$ cat config.mk
export PLATFORM = sky130hd
export DESIGN_NAME = rx_packet_deframer_checksum
export DESIGN_NICKNAME = d
export VERILOG_FILES = /design/src/hw/rtl/rxdfr_pkg.sv /design/src/hw/rtl/rx_packet_deframer_checksum.sv /design/src/hw/rtl/rxdfr_collect.sv
export VERILOG_INCLUDE_DIRS = /design/src /design/src/hw/rtl
export SDC_FILE = /design/constraint.sdc
export NUM_CORES = 1
export LEC_CHECK = 0
export BUFFER_PORTS_ARGS = -buffer_cell sky130_fd_sc_hd__buf_4
export CAP_MARGIN = 20
export CORE_MARGIN = 2
export CORE_UTILIZATION = 41
export DETAILED_ROUTE_END_ITERATION = 10
export PLACE_DENSITY_LB_ADDON = 0.2
export SLEW_MARGIN = 0
export SYNTH_ARGS = -nofsm -noshare
export SYNTH_HDL_FRONTEND = slang
export SYNTH_HIERARCHICAL = 1
export SYNTH_SLANG_ARGS = --single-unit
$ cat constraint.sdc
create_clock -name clk_i -period 3.15 [get_ports clk_i]
set_input_delay 0 -clock clk_i [delete_from_list [all_inputs] [get_ports clk_i]]
set_output_delay 0 -clock clk_i [all_outputs]
set_load 0.005 [all_outputs]
$ cat src/hw/rtl/rx_packet_deframer_checksum_macros.svh
// ----------------------------------------------------------------------------
// Assertion macros for the packet deframer
// Shared clocked assertion forms, disabled while reset is asserted.
// ----------------------------------------------------------------------------
`ifndef RX_PACKET_DEFRAMER_CHECKSUM_MACROS_SVH
`define RX_PACKET_DEFRAMER_CHECKSUM_MACROS_SVH

// Same-cycle implication.
`define RXDFR_ASSERT_NOW(lbl, ante, cons, msg) \
  lbl: assert property (@(posedge clk_i) disable iff (!rst_ni) (ante) |-> (cons)) \
    else $error(msg);

// Next-cycle implication.
`define RXDFR_ASSERT_NEXT(lbl, ante, cons, msg) \
  lbl: assert property (@(posedge clk_i) disable iff (!rst_ni) (ante) |=> (cons)) \
    else $error(msg);

`endif

$ cat src/hw/rtl/rxdfr_pkg.sv
// ----------------------------------------------------------------------------
// Packet deframer package
// Phase codes, result type and checksum helper.
// ----------------------------------------------------------------------------
package rxdfr_pkg;

  localparam logic [9:0] CheckMod    = 10'd255;
  localparam logic [9:0] CheckModTwo = 10'd510;
  localparam logic [7:0] StartReset  = 8'hFD;

  typedef enum logic [4:0] {
    PhHunt  = 5'b00001,
    PhId    = 5'b00010,
    PhHigh  = 5'b00100,
    PhLow   = 5'b01000,
    PhCheck = 5'b10000
  } phase_e;

  typedef struct packed {
    logic       checksum_bad;
    logic [7:0] value_low;
    logic [7:0] value_high;
    logic [7:0] reg_id;
  } result_t;

  function automatic logic [7:0] check_expect(input logic [9:0] sum);
    logic [9:0] r;
    r = sum;
    if (r >= CheckModTwo) begin
      r = r - CheckModTwo;
    end
    if (r >= CheckMod) begin
      r = r - CheckMod;
    end
    return 8'(CheckMod - r);
  endfunction

endpackage

$ cat src/hw/rtl/rx_packet_deframer_checksum.sv
// ----------------------------------------------------------------------------
// Received packet deframer with checksum
// Byte stream in, one report per framed packet out, start byte via APB.
// ----------------------------------------------------------------------------
// A checksum byte's report passes the input register, then the result register.
// Throughput: one byte per cycle while not stalled; input register, collector, result register.
// A held result stalls only a checksum byte; other bytes keep flowing.
// Reset: hunting for the start byte, start byte register 0xFD.

module rx_packet_deframer_checksum import rxdfr_pkg::*; (
  input  logic        clk_i,
  input  logic        rst_ni,
  input  logic        s_axis_tvalid,
  output logic        s_axis_tready,
  input  logic [7:0]  s_axis_tdata,   // [7:0] rx_byte
  output logic        m_axis_tvalid,
  input  logic        m_axis_tready,
  output logic [23:0] m_axis_tdata,   // [7:0] reg_id, [15:8] value_high, [23:16] value_low
  output logic        m_axis_tuser,   // [0] checksum_bad
  input  logic        psel,
  input  logic        penable,
  input  logic        pwrite,
  input  logic [2:0]  paddr,
  input  logic [31:0] pwdata,
  output logic [31:0] prdata,
  output logic        pready
);

  logic       in_vld_q, in_vld_d;
  logic [7:0] in_byte_q;
  logic [7:0] start_q;
  logic       out_vld_q, out_vld_d;
  result_t    out_res_q;
  logic       advance;
  logic       emit;
  result_t    res;
  logic       cfg_we;

  assign pready = 1'b1;
  assign cfg_we = psel && penable && pwrite && (paddr[2] == 1'b0);
  assign prdata = (paddr[2] == 1'b0) ? {24'b0, start_q} : 32'b0;

  always_ff @(posedge clk_i or negedge rst_ni) begin
    if (!rst_ni) begin
      start_q <= StartReset;
    end else if (cfg_we) begin
      start_q <= pwdata[7:0];
    end
  end

  rxdfr_collect u_collect (
    .clk_i        (clk_i),
    .rst_ni       (rst_ni),
    .step_i       (advance),
    .byte_i       (in_byte_q),
    .start_byte_i (start_q),
    .emit_o       (emit),
    .result_o     (res)
  );

  assign advance       = in_vld_q && (!emit || !out_vld_q || m_axis_tready);
  assign s_axis_tready = !in_vld_q || advance;

  always_comb begin
    in_vld_d = in_vld_q;
    if (s_axis_tready) begin
      in_vld_d = s_axis_tvalid;
    end
    out_vld_d = out_vld_q;
    if (advance && emit) begin
      out_vld_d = 1'b1;
    end else if (m_axis_tready) begin
      out_vld_d = 1'b0;
    end
  end

  always_ff @(posedge clk_i or negedge rst_ni) begin
    if (!rst_ni) begin
      in_vld_q  <= 1'b0;
      out_vld_q <= 1'b0;
    end else begin
      in_vld_q  <= in_vld_d;
      out_vld_q <= out_vld_d;
    end
  end

  always_ff @(posedge clk_i) begin
    if (s_axis_tready && s_axis_tvalid) begin
      in_byte_q <= s_axis_tdata;
    end
    if (advance && emit) begin
      out_res_q <= res;
    end
  end

  assign m_axis_tvalid = out_vld_q;
  assign m_axis_tdata  = {out_res_q.value_low, out_res_q.value_high, out_res_q.reg_id};
  assign m_axis_tuser  = out_res_q.checksum_bad;

endmodule

$ cat src/hw/rtl/rxdfr_collect.sv
// ----------------------------------------------------------------------------
// Packet collector
// Hunts for the start byte, gathers the payload and checks the checksum byte.
// ----------------------------------------------------------------------------
`include "rx_packet_deframer_checksum_macros.svh"

module rxdfr_collect import rxdfr_pkg::*; (
  input  logic       clk_i,
  input  logic       rst_ni,
  input  logic       step_i,
  input  logic [7:0] byte_i,
  input  logic [7:0] start_byte_i,
  output logic       emit_o,
  output result_t    result_o
);

  phase_e     phase_q, phase_d;
  logic [9:0] sum_q, sum_d;
  logic [7:0] id_q, id_d;
  logic [7:0] high_q, high_d;
  logic [7:0] low_q, low_d;

  always_comb begin
    phase_d = phase_q;
    sum_d   = sum_q;
    id_d    = id_q;
    high_d  = high_q;
    low_d   = low_q;
    if (step_i) begin
      unique case (phase_q)
        PhId: begin
          id_d    = byte_i;
          sum_d   = sum_q + 10'(byte_i);
          phase_d = PhHigh;
        end
        PhHigh: begin
          high_d  = byte_i;
          sum_d   = sum_q + 10'(byte_i);
          phase_d = PhLow;
        end
        PhLow: begin
          low_d   = byte_i;
          sum_d   = sum_q + 10'(byte_i);
          phase_d = PhCheck;
        end
        PhCheck: begin
          sum_d   = '0;
          phase_d = PhHunt;
        end
        default: begin
          if (byte_i == start_byte_i) begin
            phase_d = PhId;
            sum_d   = '0;
          end else begin
            phase_d = PhHunt;
          end
        end
      endcase
    end
  end

  always_ff @(posedge clk_i or negedge rst_ni) begin
    if (!rst_ni) begin
      phase_q <= PhHunt;
      sum_q   <= '0;
      id_q    <= '0;
      high_q  <= '0;
      low_q   <= '0;
    end else begin
      phase_q <= phase_d;
      sum_q   <= sum_d;
      id_q    <= id_d;
      high_q  <= high_d;
      low_q   <= low_d;
    end
  end

  assign emit_o                = (phase_q == PhCheck);
  assign result_o.reg_id       = id_q;
  assign result_o.value_high   = high_q;
  assign result_o.value_low    = low_q;
  assign result_o.checksum_bad = (check_expect(sum_q) != byte_i);

  `RXDFR_ASSERT_NEXT(a_back_to_hunt, step_i && emit_o, phase_q == PhHunt && sum_q == '0,
    "collector did not return to hunting after the checksum byte")
  `RXDFR_ASSERT_NEXT(a_low_then_check, step_i && phase_q == PhLow, emit_o,
    "collector skipped the checksum byte")
  `RXDFR_ASSERT_NEXT(a_open_packet,
    step_i && phase_q == PhHunt && byte_i == start_byte_i,
    phase_q == PhId && sum_q == '0,
    "start byte did not open a packet")
  `RXDFR_ASSERT_NOW(a_sum_bound, emit_o, sum_q <= 10'd765,
    "payload sum out of range")

endmodule

**Word level (Yosys, flattened, before mapping)**

Index checks and enable logic that the tools add are counted.

- Register bits after elaboration: 82
- Bits of input ports: 50
- Output and inout bits: 60

- Add/sub/neg operators: 4
- $lt $le $gt $ge: 2
- Eq/ne operators: 6
- Muxes and demuxes: 9
- Bitwise gates (word level): 1
- Reductions and logical operators: 19

Operators by type and width:

| operator | count |
|---|---|
| 2-to-1 mux 10 bit | 2 |
| case mux 10 bit (2 select lines) | 1 |
| case mux 5 bit (4 select lines) | 1 |
| 2-to-1 mux 8 bit | 2 |
| adder 10 x 8 -> 10 bit | 1 |
| >= comparator 10 x 8 -> 1 bit, second input constant | 1 |
| >= comparator 10 x 9 -> 1 bit, second input constant | 1 |
| subtractor 10 x 9 -> 10 bit, second input constant | 1 |
| equality test 8 bit | 1 |
| inequality test 8 bit | 1 |
| AND reduction 2 bit | 4 |
| subtractor 8 bit, first input constant | 1 |
| subtractor 8 bit, second input constant | 1 |
| logical AND 1 bit | 6 |
| equality test 5 x 2 -> 1 bit, second input constant | 1 |
| equality test 5 x 3 -> 1 bit, second input constant | 1 |
| equality test 5 x 4 -> 1 bit, second input constant | 1 |
| equality test 5 bit, second input constant | 1 |
| logical NOT 1 bit | 3 |
| logical OR 1 bit | 3 |
| nonzero test 3 bit | 1 |
| OR reduction 3 bit | 1 |
| 2-to-1 mux 1 bit | 2 |
| 2-to-1 mux 2 bit | 1 |
| other kinds (2) | 2 |

**Longest topological paths before layout**

Gate-level depths: netlist of run 1.

- Depth after elaboration: 7
- Gate-level depth with buffers: 13
- Depth with buffers taken out: 12

**Hierarchy**

Netlist of run 1, hierarchy kept.

By module, submodules not included:

| module | times used | cells an instance | area each (um2) | seq. area each (um2) |
|---|---|---|---|---|
| rxdfr_collect | 1 | 257 | 2566.2 | 977.2 |
| rx_packet_deframer_checksum | 1 | 95 | 1677.9 | 1249.9 |

**Worst setup path before layout of run 1**

OpenSTA, ideal clock, no wires.

- Path type: flip-flop to flip-flop
- Start point: register u_collect.phase_q[1]
- End point: register out_res_q (netlist bit m_axis_tdata[0]), enable pin
- Setup time: 0.407 ns
- Arrival: 2.281 ns
- Required time: 2.743 ns
- Slack: 0.462 ns
- Stages on the path, launching flop included: 6
- Clock period less this slack: 2.688 ns
- Cell sequence: dfrtp_1 > clkbuf_1 > nor2_1 > nor4b_1 > nand2_1 > nor2_1

- Cells in the longest elaborated chain, start to end: 6

RTL lines:

| element | line | text |
|---|---|---|
| from (decl) | rxdfr_collect.sv:17 | `phase_e phase_q, phase_d;` |
| from (signal assigned) | rxdfr_collect.sv:64 | `phase_q <= PhHunt;` |
| from (signal assigned) | rxdfr_collect.sv:70 | `phase_q <= phase_d;` |
| equality test 5 bit * | rxdfr_collect.sv:78 | `assign emit_o = (phase_q == PhCheck);` |
| named net emit | rx_packet_deframer_checksum.sv:35 | `logic emit;` |
| logical NOT 1 bit | rx_packet_deframer_checksum.sv:61 | `assign advance = in_vld_q && (!emit \|\| !out_vld_q \|\| m_axis_tready);` |
| logical OR 1 bit (2 in series) | rx_packet_deframer_checksum.sv:61 |  |
| logical AND 1 bit | rx_packet_deframer_checksum.sv:61 |  |
| logical AND 1 bit * | rx_packet_deframer_checksum.sv:91 | `if (advance && emit) begin` |
| to (signal assigned) | rx_packet_deframer_checksum.sv:92 | `out_res_q <= res;` |
| to (decl) | rx_packet_deframer_checksum.sv:33 | `result_t out_res_q;` |

The timed path passes the listed nets; every way through them passes the cells marked *.
A chain may end at the register's enable or synchronous reset.

==> metrics.txt, run 1 <==
status=complete, no violations; drt via density=roughly 5; # setup viols final=0; worst reg-to-reg path cell count=11; CTS buffer count=9; initial antenna violation count=0; Inst Count DP=550; die width=roughly 110 um; DRC viols=0; clock buffer depth=2; first-pass GRT wire length=14,400 um; Clk pin slew, worst setup/hold paths=approximately 0.09 ns; Final ANT Viol Nets=0; setup repair bufs after CTS=0; Final HPWL DP=approximately 6000 um; GRT overflow=0; area grow syn2layout=23.1%; ys flop type=dfrtp_1; final hold vios=0; worst min path class=in -> reg; largest net degree at the start of global routing=50; Post-synth ARST share=0.598; post-synthesis register bit count=roughly 80; Final period util=0.899; max_cap viols=0; Critical Path AT=~2.9 ns; register area share after synthesis=0.525; Worst Path Max Fanout=9; Mapped Area=between 4000 and 5000 um2; reg-to-reg slack, setup=between 0.3 and 0.4 ns; CTS tree=yes; PortBufs=between 50 and 60; H-tree levels=3; Detailed Route WL=8580 um; routability cong.=just over 0.8; VDD IR max=0.337 mV; die area=11,200 um2; ratio of cells with drive above 1 in the final layout=0.327; setup TNS=0 ns; Ports=between 100 and 150; Rows=37; min-delay src=penable; Setup crit end kind=flip-flop; f_max=roughly 350 MHz; Worst R2R End=m_axis_tuser; Antenna diodes=0; core area=just over 10,000 um2; Pleak=2.28 nW; Worst R2R Start=u_collect/sum_q[7]; hold endpoint=start_q[1]; Synth Instances=~350; Initial Util=0.417; Final Skew=between 0.01 and 0.015 ns; min Tclk post-route=2.83 ns; Vias=2,927; Synth cell types=61; Setup CP Type=reg -> reg; actual slew at the worst max-slew pin=about 0.63 ns; Detailed Route Iter0 Violations=118; clk_lat worst skew=0.36 ns; pwr/cell area=approximately 440 nW/um2; Vert. Die Dim=~110 um; RSZ-0062 raised after global routing=false; clk root buf=clkbuf_8; Avg Cell Area, Syn=between 10 and 15 um2; final std cells w/o fill=about 600; Tot GR Track Use=0.166; Ys Warns=6; hold path cells=3; Final nets=between 500 and 600; Slew HR=0.579; Critical Path Start Type=flip-flop; Layout Utilization=0.513; worst path required time=3.24 ns; Slew Viols, Final=0; # clock sinks=82; Post-synth EDFFs=33; Avg WL per Cell=between 10 and 15 um; drt first pass iters=4; number of global-route vias before repair=approximately 2,900
==> report_power, final <==
part | switching, mW | leakage (nW) | internal [mW]
registers | 0.0420 | 0.946 | 1.17
logic | 0.157 | 1.23 | 0.171
clock network | 0.435 | 0.103 | 0.316
total | 0.634 | 2.28 | 1.65
==> cell families after synthesis <==
group | Yosys count | share of synthesized area
simple gates | 83 | 0.111
flops | 82 | 0.525
fa+ha+maj | 11 | 0.0342
compound gates | 67 | 0.112
other cells | 2 | 0.00177
buf+inv | 43 | 0.0622
mux | 34 | 0.0926
xor+xnor | 30 | 0.0619
==> how the worst max path moves through the flow <==
stage	start	to	slack [ns]	depth (start not counted)
CTS	u_collect/sum_q[7]	m_axis_tuser	0.33	12
global route	u_collect/sum_q[7]	m_axis_tuser	0.13	12
global placement	u_collect/sum_q[7]	m_axis_tuser	0.39	12
floorplan	u_collect/phase_q[1]	m_axis_tdata[0]	0.46	5
finish	u_collect/sum_q[7]	m_axis_tuser	0.32	11
detailed placement	u_collect/sum_q[7]	m_axis_tuser	0.35	12
==> cell usage after synthesis, types with 3 or more instances <==
master	number	area, um2
a21o_1	3	22.5
a21oi_1	11	55.1
a22o_1	3	26.3
and2b_2	8	70.1
and3_1	3	18.8
buf_2	4	20.0
buf_4	26	195
clkbuf_1	5	18.8
dfrtp_1	41	1030
dfstp_2	8	210
edfxtp_1	33	991
ha_1	10	125
inv_1	7	26.3
mux2_2	32	360
nand2_1	18	67.6
nand2b_1	8	50.1
nand3_1	11	55.1
nand4_1	4	25.0
nor2_1	14	52.6
nor2b_1	4	25.0
o21ai_0	13	65.1
o21ai_1	3	15.0
o31ai_1	4	30.0
xnor2_1	13	114
xor2_1	17	149
==> worst max-delay path, cell delays in order (launching register included) <==
cell and delay, ns:
dfrtp_1 0.53, nand4_1 0.24, o31a_1 0.37, nand2_1 0.09, o21ai_0 0.10, ha_1 0.25, nand3_1 0.13, mux2i_4 0.10
a31o_1 0.27, mux2i_1 0.20, xnor2_1 0.14, o2111ai_1 0.13
==> sequential cells by signal, summed over array words and instances, names as in the netlist, 5 cells and up <==
register,flops
start_q,8
u_collect/phase_q,5
in_byte_q,8
m_axis_tdata,24
u_collect/id_q,8
u_collect/sum_q,10
u_collect/high_q,8
u_collect/low_q,8
==> cells in the final DEF (no fill, tap or decap), types with 3 or more instances in the layout <==
cell type,netlist,routed
mux2_2,32,32
nand3_1,11,11
and2b_2,8,8
nand2b_1,8,8
buf_4,26,74
a21oi_1,11,11
dfstp_2,8,8
edfxtp_1,33,33
and3_1,3,3
xnor2_1,13,13
a22o_1,3,3
conb_1,2,25
nand4_1,4,4
dfrtp_1,41,41
o21ai_1,3,3
ha_1,10,10
nor2_1,14,13
clkbuf_8,0,9
nand2_1,18,18
o21ai_0,13,13
inv_1,7,7
nor2b_1,4,4
dlygate4sd3_1,0,20
xor2_1,17,17
a21o_1,3,3
inv_8,0,3
o31ai_1,4,4
==> per-layer routing <==
metal	track usage	up-vias	routed length, um	part of all wire
met3	0.0340	11	413	0.048
li1	-	1419	-	-
met4	0.0526	0	101	0.012
met1	0.218	1413	3930	0.46
met5	0	-	0	0
met2	0.275	84	4130	0.48
==> metrics by stage <==
step	hold slack, ns	total power, mW	setup slack [ns]	instance area [um2]
2_1_floorplan	-0.296	1.44	0.462	4330
3_3_place_gp	0.0712	1.54	0.393	4820
3_5_place_dp	0.0725	1.54	0.353	4820
4_1_cts	0.0859	2.32	0.329	5230
5_1_grt	0.0953	2.41	0.132	5230
6_report	0.0962	2.29	0.318	5230
==> repair_timing <==
| action | in CTS | in global routing |
|---|---|---|
| gates resized for setup | 0 | 0 |
| endpoints found under the setup margin | 0 | 0 |
| hold endpoints to repair | 59 | 0 |
| hold buffers | 20 | 0 |
==> area by class of cell <==
| type | count | area, um2 |
|---|---|---|
| Clock inverter | 7 | 76.3 |
| Clock buffer | 9 | 124 |
| Tap cell | 136 | 170 |
| Fill cell | 903 | 4960 |
| Sequential cell | 82 | 2230 |
| Timing Repair Buffer | 94 | 756 |
| Multi-Input combinational cell | 250 | 1840 |
| Inverter | 8 | 30.0 |
No activity file was read; power rests on OpenSTA's default activity.
==> inputs of run 2 (changes only) <==
--- a/config.mk
+++ b/config.mk
@@ -11,9 +11,9 @@
 export CORE_MARGIN = 2
 export CORE_UTILIZATION = 41
 export DETAILED_ROUTE_END_ITERATION = 10
+export GPL_TIMING_DRIVEN = 0
 export PLACE_DENSITY_LB_ADDON = 0.2
 export SLEW_MARGIN = 0
 export SYNTH_ARGS = -nofsm -noshare
 export SYNTH_HDL_FRONTEND = slang
-export SYNTH_HIERARCHICAL = 1
 export SYNTH_SLANG_ARGS = --single-unit
==> metrics.txt, run 2 <==
status=complete, no violations; Final nets=537 (+6.1%); Ys Warns=0 (-6); drt first pass iters=6 (+2); Vert. Die Dim=106 um (+0.14%); PortBufs=58 (unchanged); register area=2230 um2 (about the same); leading area contributor after synthesis=dfrtp_1; Final Skew=0.0107 ns (-0.00171 ns); final std cells w/o fill=617 (+5.3%); Multi-input gate area=1870 um2 (+1.4%); GRT overflow=0 (unchanged); number of global-route vias before repair=2,891 (-0.069%); Mapped Area=4260 um2 (+0.29%); H-tree levels=3 (unchanged); routability cong.=0.872 (+5.4%); Setup crit end kind=flip-flop; layer with the highest usage=met2; f_max=335 MHz (-5.2%); Post-synth ARST share=0.598 (unchanged); Synth area leaders=dfrtp_1, edfxtp_1, mux2_2, dfstp_2, buf_4; Vias=3,020 (+3.2%); Setup CP Type=reg -> reg; Placed Area=4970 um2 (+2.9%); most frequent cell after synthesis=dfrtp_1; actual slew at the worst max-slew pin=0.689 ns (+0.0577 ns); Layout Utilization=0.531 (+0.0181); number of flip-flops in the largest register=24 (unchanged); Tot GR Track Use=0.169 (+0.00324); min Tclk post-route=2.99 ns (+0.155 ns); clock buffer depth=2 (unchanged); Inst Count DP=581 (+5.6%); Critical Path AT=3.09 ns (+0.17 ns); CTS tree=yes; Worst Path Max Fanout=9 (unchanged); ratio of cells with drive above 1 in the final layout=0.337 (+0.0101); Critical Path Start Type=flip-flop; Initial Util=0.418 (+0.00123); Slew Viols, Final=0 (unchanged); commonest non-fill, non-tap cells in the layout=buf_4, dfrtp_1, nand2_1, edfxtp_1, mux2_2; register area share after synthesis=0.523 (-0.00154); Final ANT Viol Nets=0 (unchanged); die area=11,200 um2 (+0.28%); leading cell type in the layout, fill and taps excluded=buf_4; drt via density=4.89 (-2.0%); Avg WL per Cell=14.7 um (+0.32%); Pleak=2.47 nW (+8.1%); Detailed Route WL=9060 um (+5.6%); post-synthesis register bit count=82 (unchanged); Ports=110 (unchanged); area grow syn2layout=27.1%; pwr/cell area=403 nW/um2 (-8.1%); final hold slack=0.195 ns (+0.0990 ns); first-pass GRT wire length=14,600 um (+1.5%); GRT met1 Usage=0.224 (+0.00578); worst min path class=in -> async; Slew HR=0.540 (-0.0394); Avg Cell Area, Syn=11.7 um2 (-2.7%); setup TNS=0 ns (unchanged); final hold vios=0 (unchanged); worst path required time=3.25 ns (about the same); Clk pin slew, worst setup/hold paths=0.10 ns (about the same); clk_lat worst skew=0.36 ns (about the same); Rows=37 (unchanged); Final HPWL DP=6430 um (+4.7%); max_cap viols=0 (unchanged); # setup viols final=0 (unchanged); Synth cell types=62 (+1.6%); die width=106 um (+0.14%); top cells by count, synth=dfrtp_1, edfxtp_1, nand2_1; Post-synth EDFFs=33 (unchanged); core area=10,200 um2 (unchanged); Fillers=924 (+2.3%); Final period util=0.948 (+0.0493); Antenna diodes=0 (unchanged); ys flop type=dfrtp_1; met3 usage=0.0251 (-0.00888); design area=5410 um2 (+3.5%); share of the synthesized area in the top cell type=0.241 (-0.000711); met2 GRT Util=0.284 (+0.00876); largest net degree at the start of global routing=50 (unchanged); initial antenna violation count=0 (unchanged); CTS buffer count=9 (unchanged); clk root buf=clkbuf_8; Detailed Route Iter0 Violations=169 (+43%); Synth Instances=363 (+3.1%); VDD IR max=0.260 mV (-23%); # clock sinks=82 (unchanged); DRC viols=0 (unchanged)
==> run 2: changes by cell type after synthesis, moves of 5 or more <==
cell and change:
o31ai_1 +5, nand2_1 +15, nand2b_1 -6, nor4_1 +5
nor2b_1 +6, inv_1 +6, and2b_2 -8, mux2_2 -6
==> run 2: per-stage QoR <==
stage	setup WS [ns]	total power, mW
6_report	0.163	2.18
5_1_grt	-0.0228	2.27
4_1_cts	0.0321	2.20
3_5_place_dp	-0.0210	1.41
3_3_place_gp	0.0356	1.41
2_1_floorplan	0.378	1.32
==> run 2: final cells by class <==
| cell class | count | area share |
|---|---|---|
| Buffer | 36 | 0.0437 |
| Clock buffer | 9 | 0.0229 |
| Clock inverter | 7 | 0.0136 |
| Inverter | 14 | 0.00972 |
| Multi-Input combinational cell | 253 | 0.345 |
| Sequential cell | 82 | 0.412 |
| Tap cell | 136 | 0.0315 |
| Timing Repair Buffer | 80 | 0.121 |
==> run 2: cells by family (layout without fill, tap and decap cells) <==
logic type,count (synthesis),count (layout),synth area share
flops,82,82,0.523
simple gates,96,96,0.119
mux,30,30,0.0814
xor+xnor,25,25,0.0514
buf+inv,51,146,0.0682
fa+ha+maj,11,11,0.0341
other cells,2,25,0.00176
compound gates,66,66,0.121
==> run 2: final timing paths <==
path                                     startpoint                  to  slack [ns]  cells after the start
worst max-delay path             u_collect.sum_q[1]        m_axis_tuser        0.16                     13
worst min-delay path                         rst_ni   u_collect.id_q[7]        0.20                      2
worst max register to register   u_collect.sum_q[1]        m_axis_tuser        0.16                     13
worst min register to register  u_collect.high_q[5]    m_axis_tdata[13]        0.45                      0
max in group asynchronous                    rst_ni  u_collect.sum_q[2]        2.47                      2
min in group clk_i                           pwrite          start_q[0]        0.29                      3
==> run 2: report_power, final <==
group,leakage [nW],switching (mW),internal [mW]
clock network,0.0942,0.456,0.311
logic,1.36,0.0846,0.125
registers,1.02,0.0460,1.15
==> run 2: layer usage <==
layer / part of all wire / wire (um)
met1: 0.47 / 4220
met2: 0.48 / 4300
met3: 0.044 / 401
met4: 0.015 / 133
met5: 0 / 0
==> run 2: timing repair <==
item / in CTS / in global routing
buffers inserted: 0 / 2
pin swaps: 0 / 2
setup endpoints to repair: 1 / 1
resized for setup: 2 / 7
hold buffers: 19 / 0
hold endpoints to repair: 59 / 0
==> run 2: critical path: stages (launching register included) <==
cell and delay (ns):
dfrtp_1 0.42, clkbuf_4 0.19, nand3_4 0.14, o31a_4 0.21, nand2_1 0.06, o21ai_0 0.12
ha_2 0.25, nand3_1 0.12, mux2i_4 0.22, a41o_4 0.28, nand2_2 0.06, or4_1 0.48
nand3_1 0.09, nand4_1 0.09
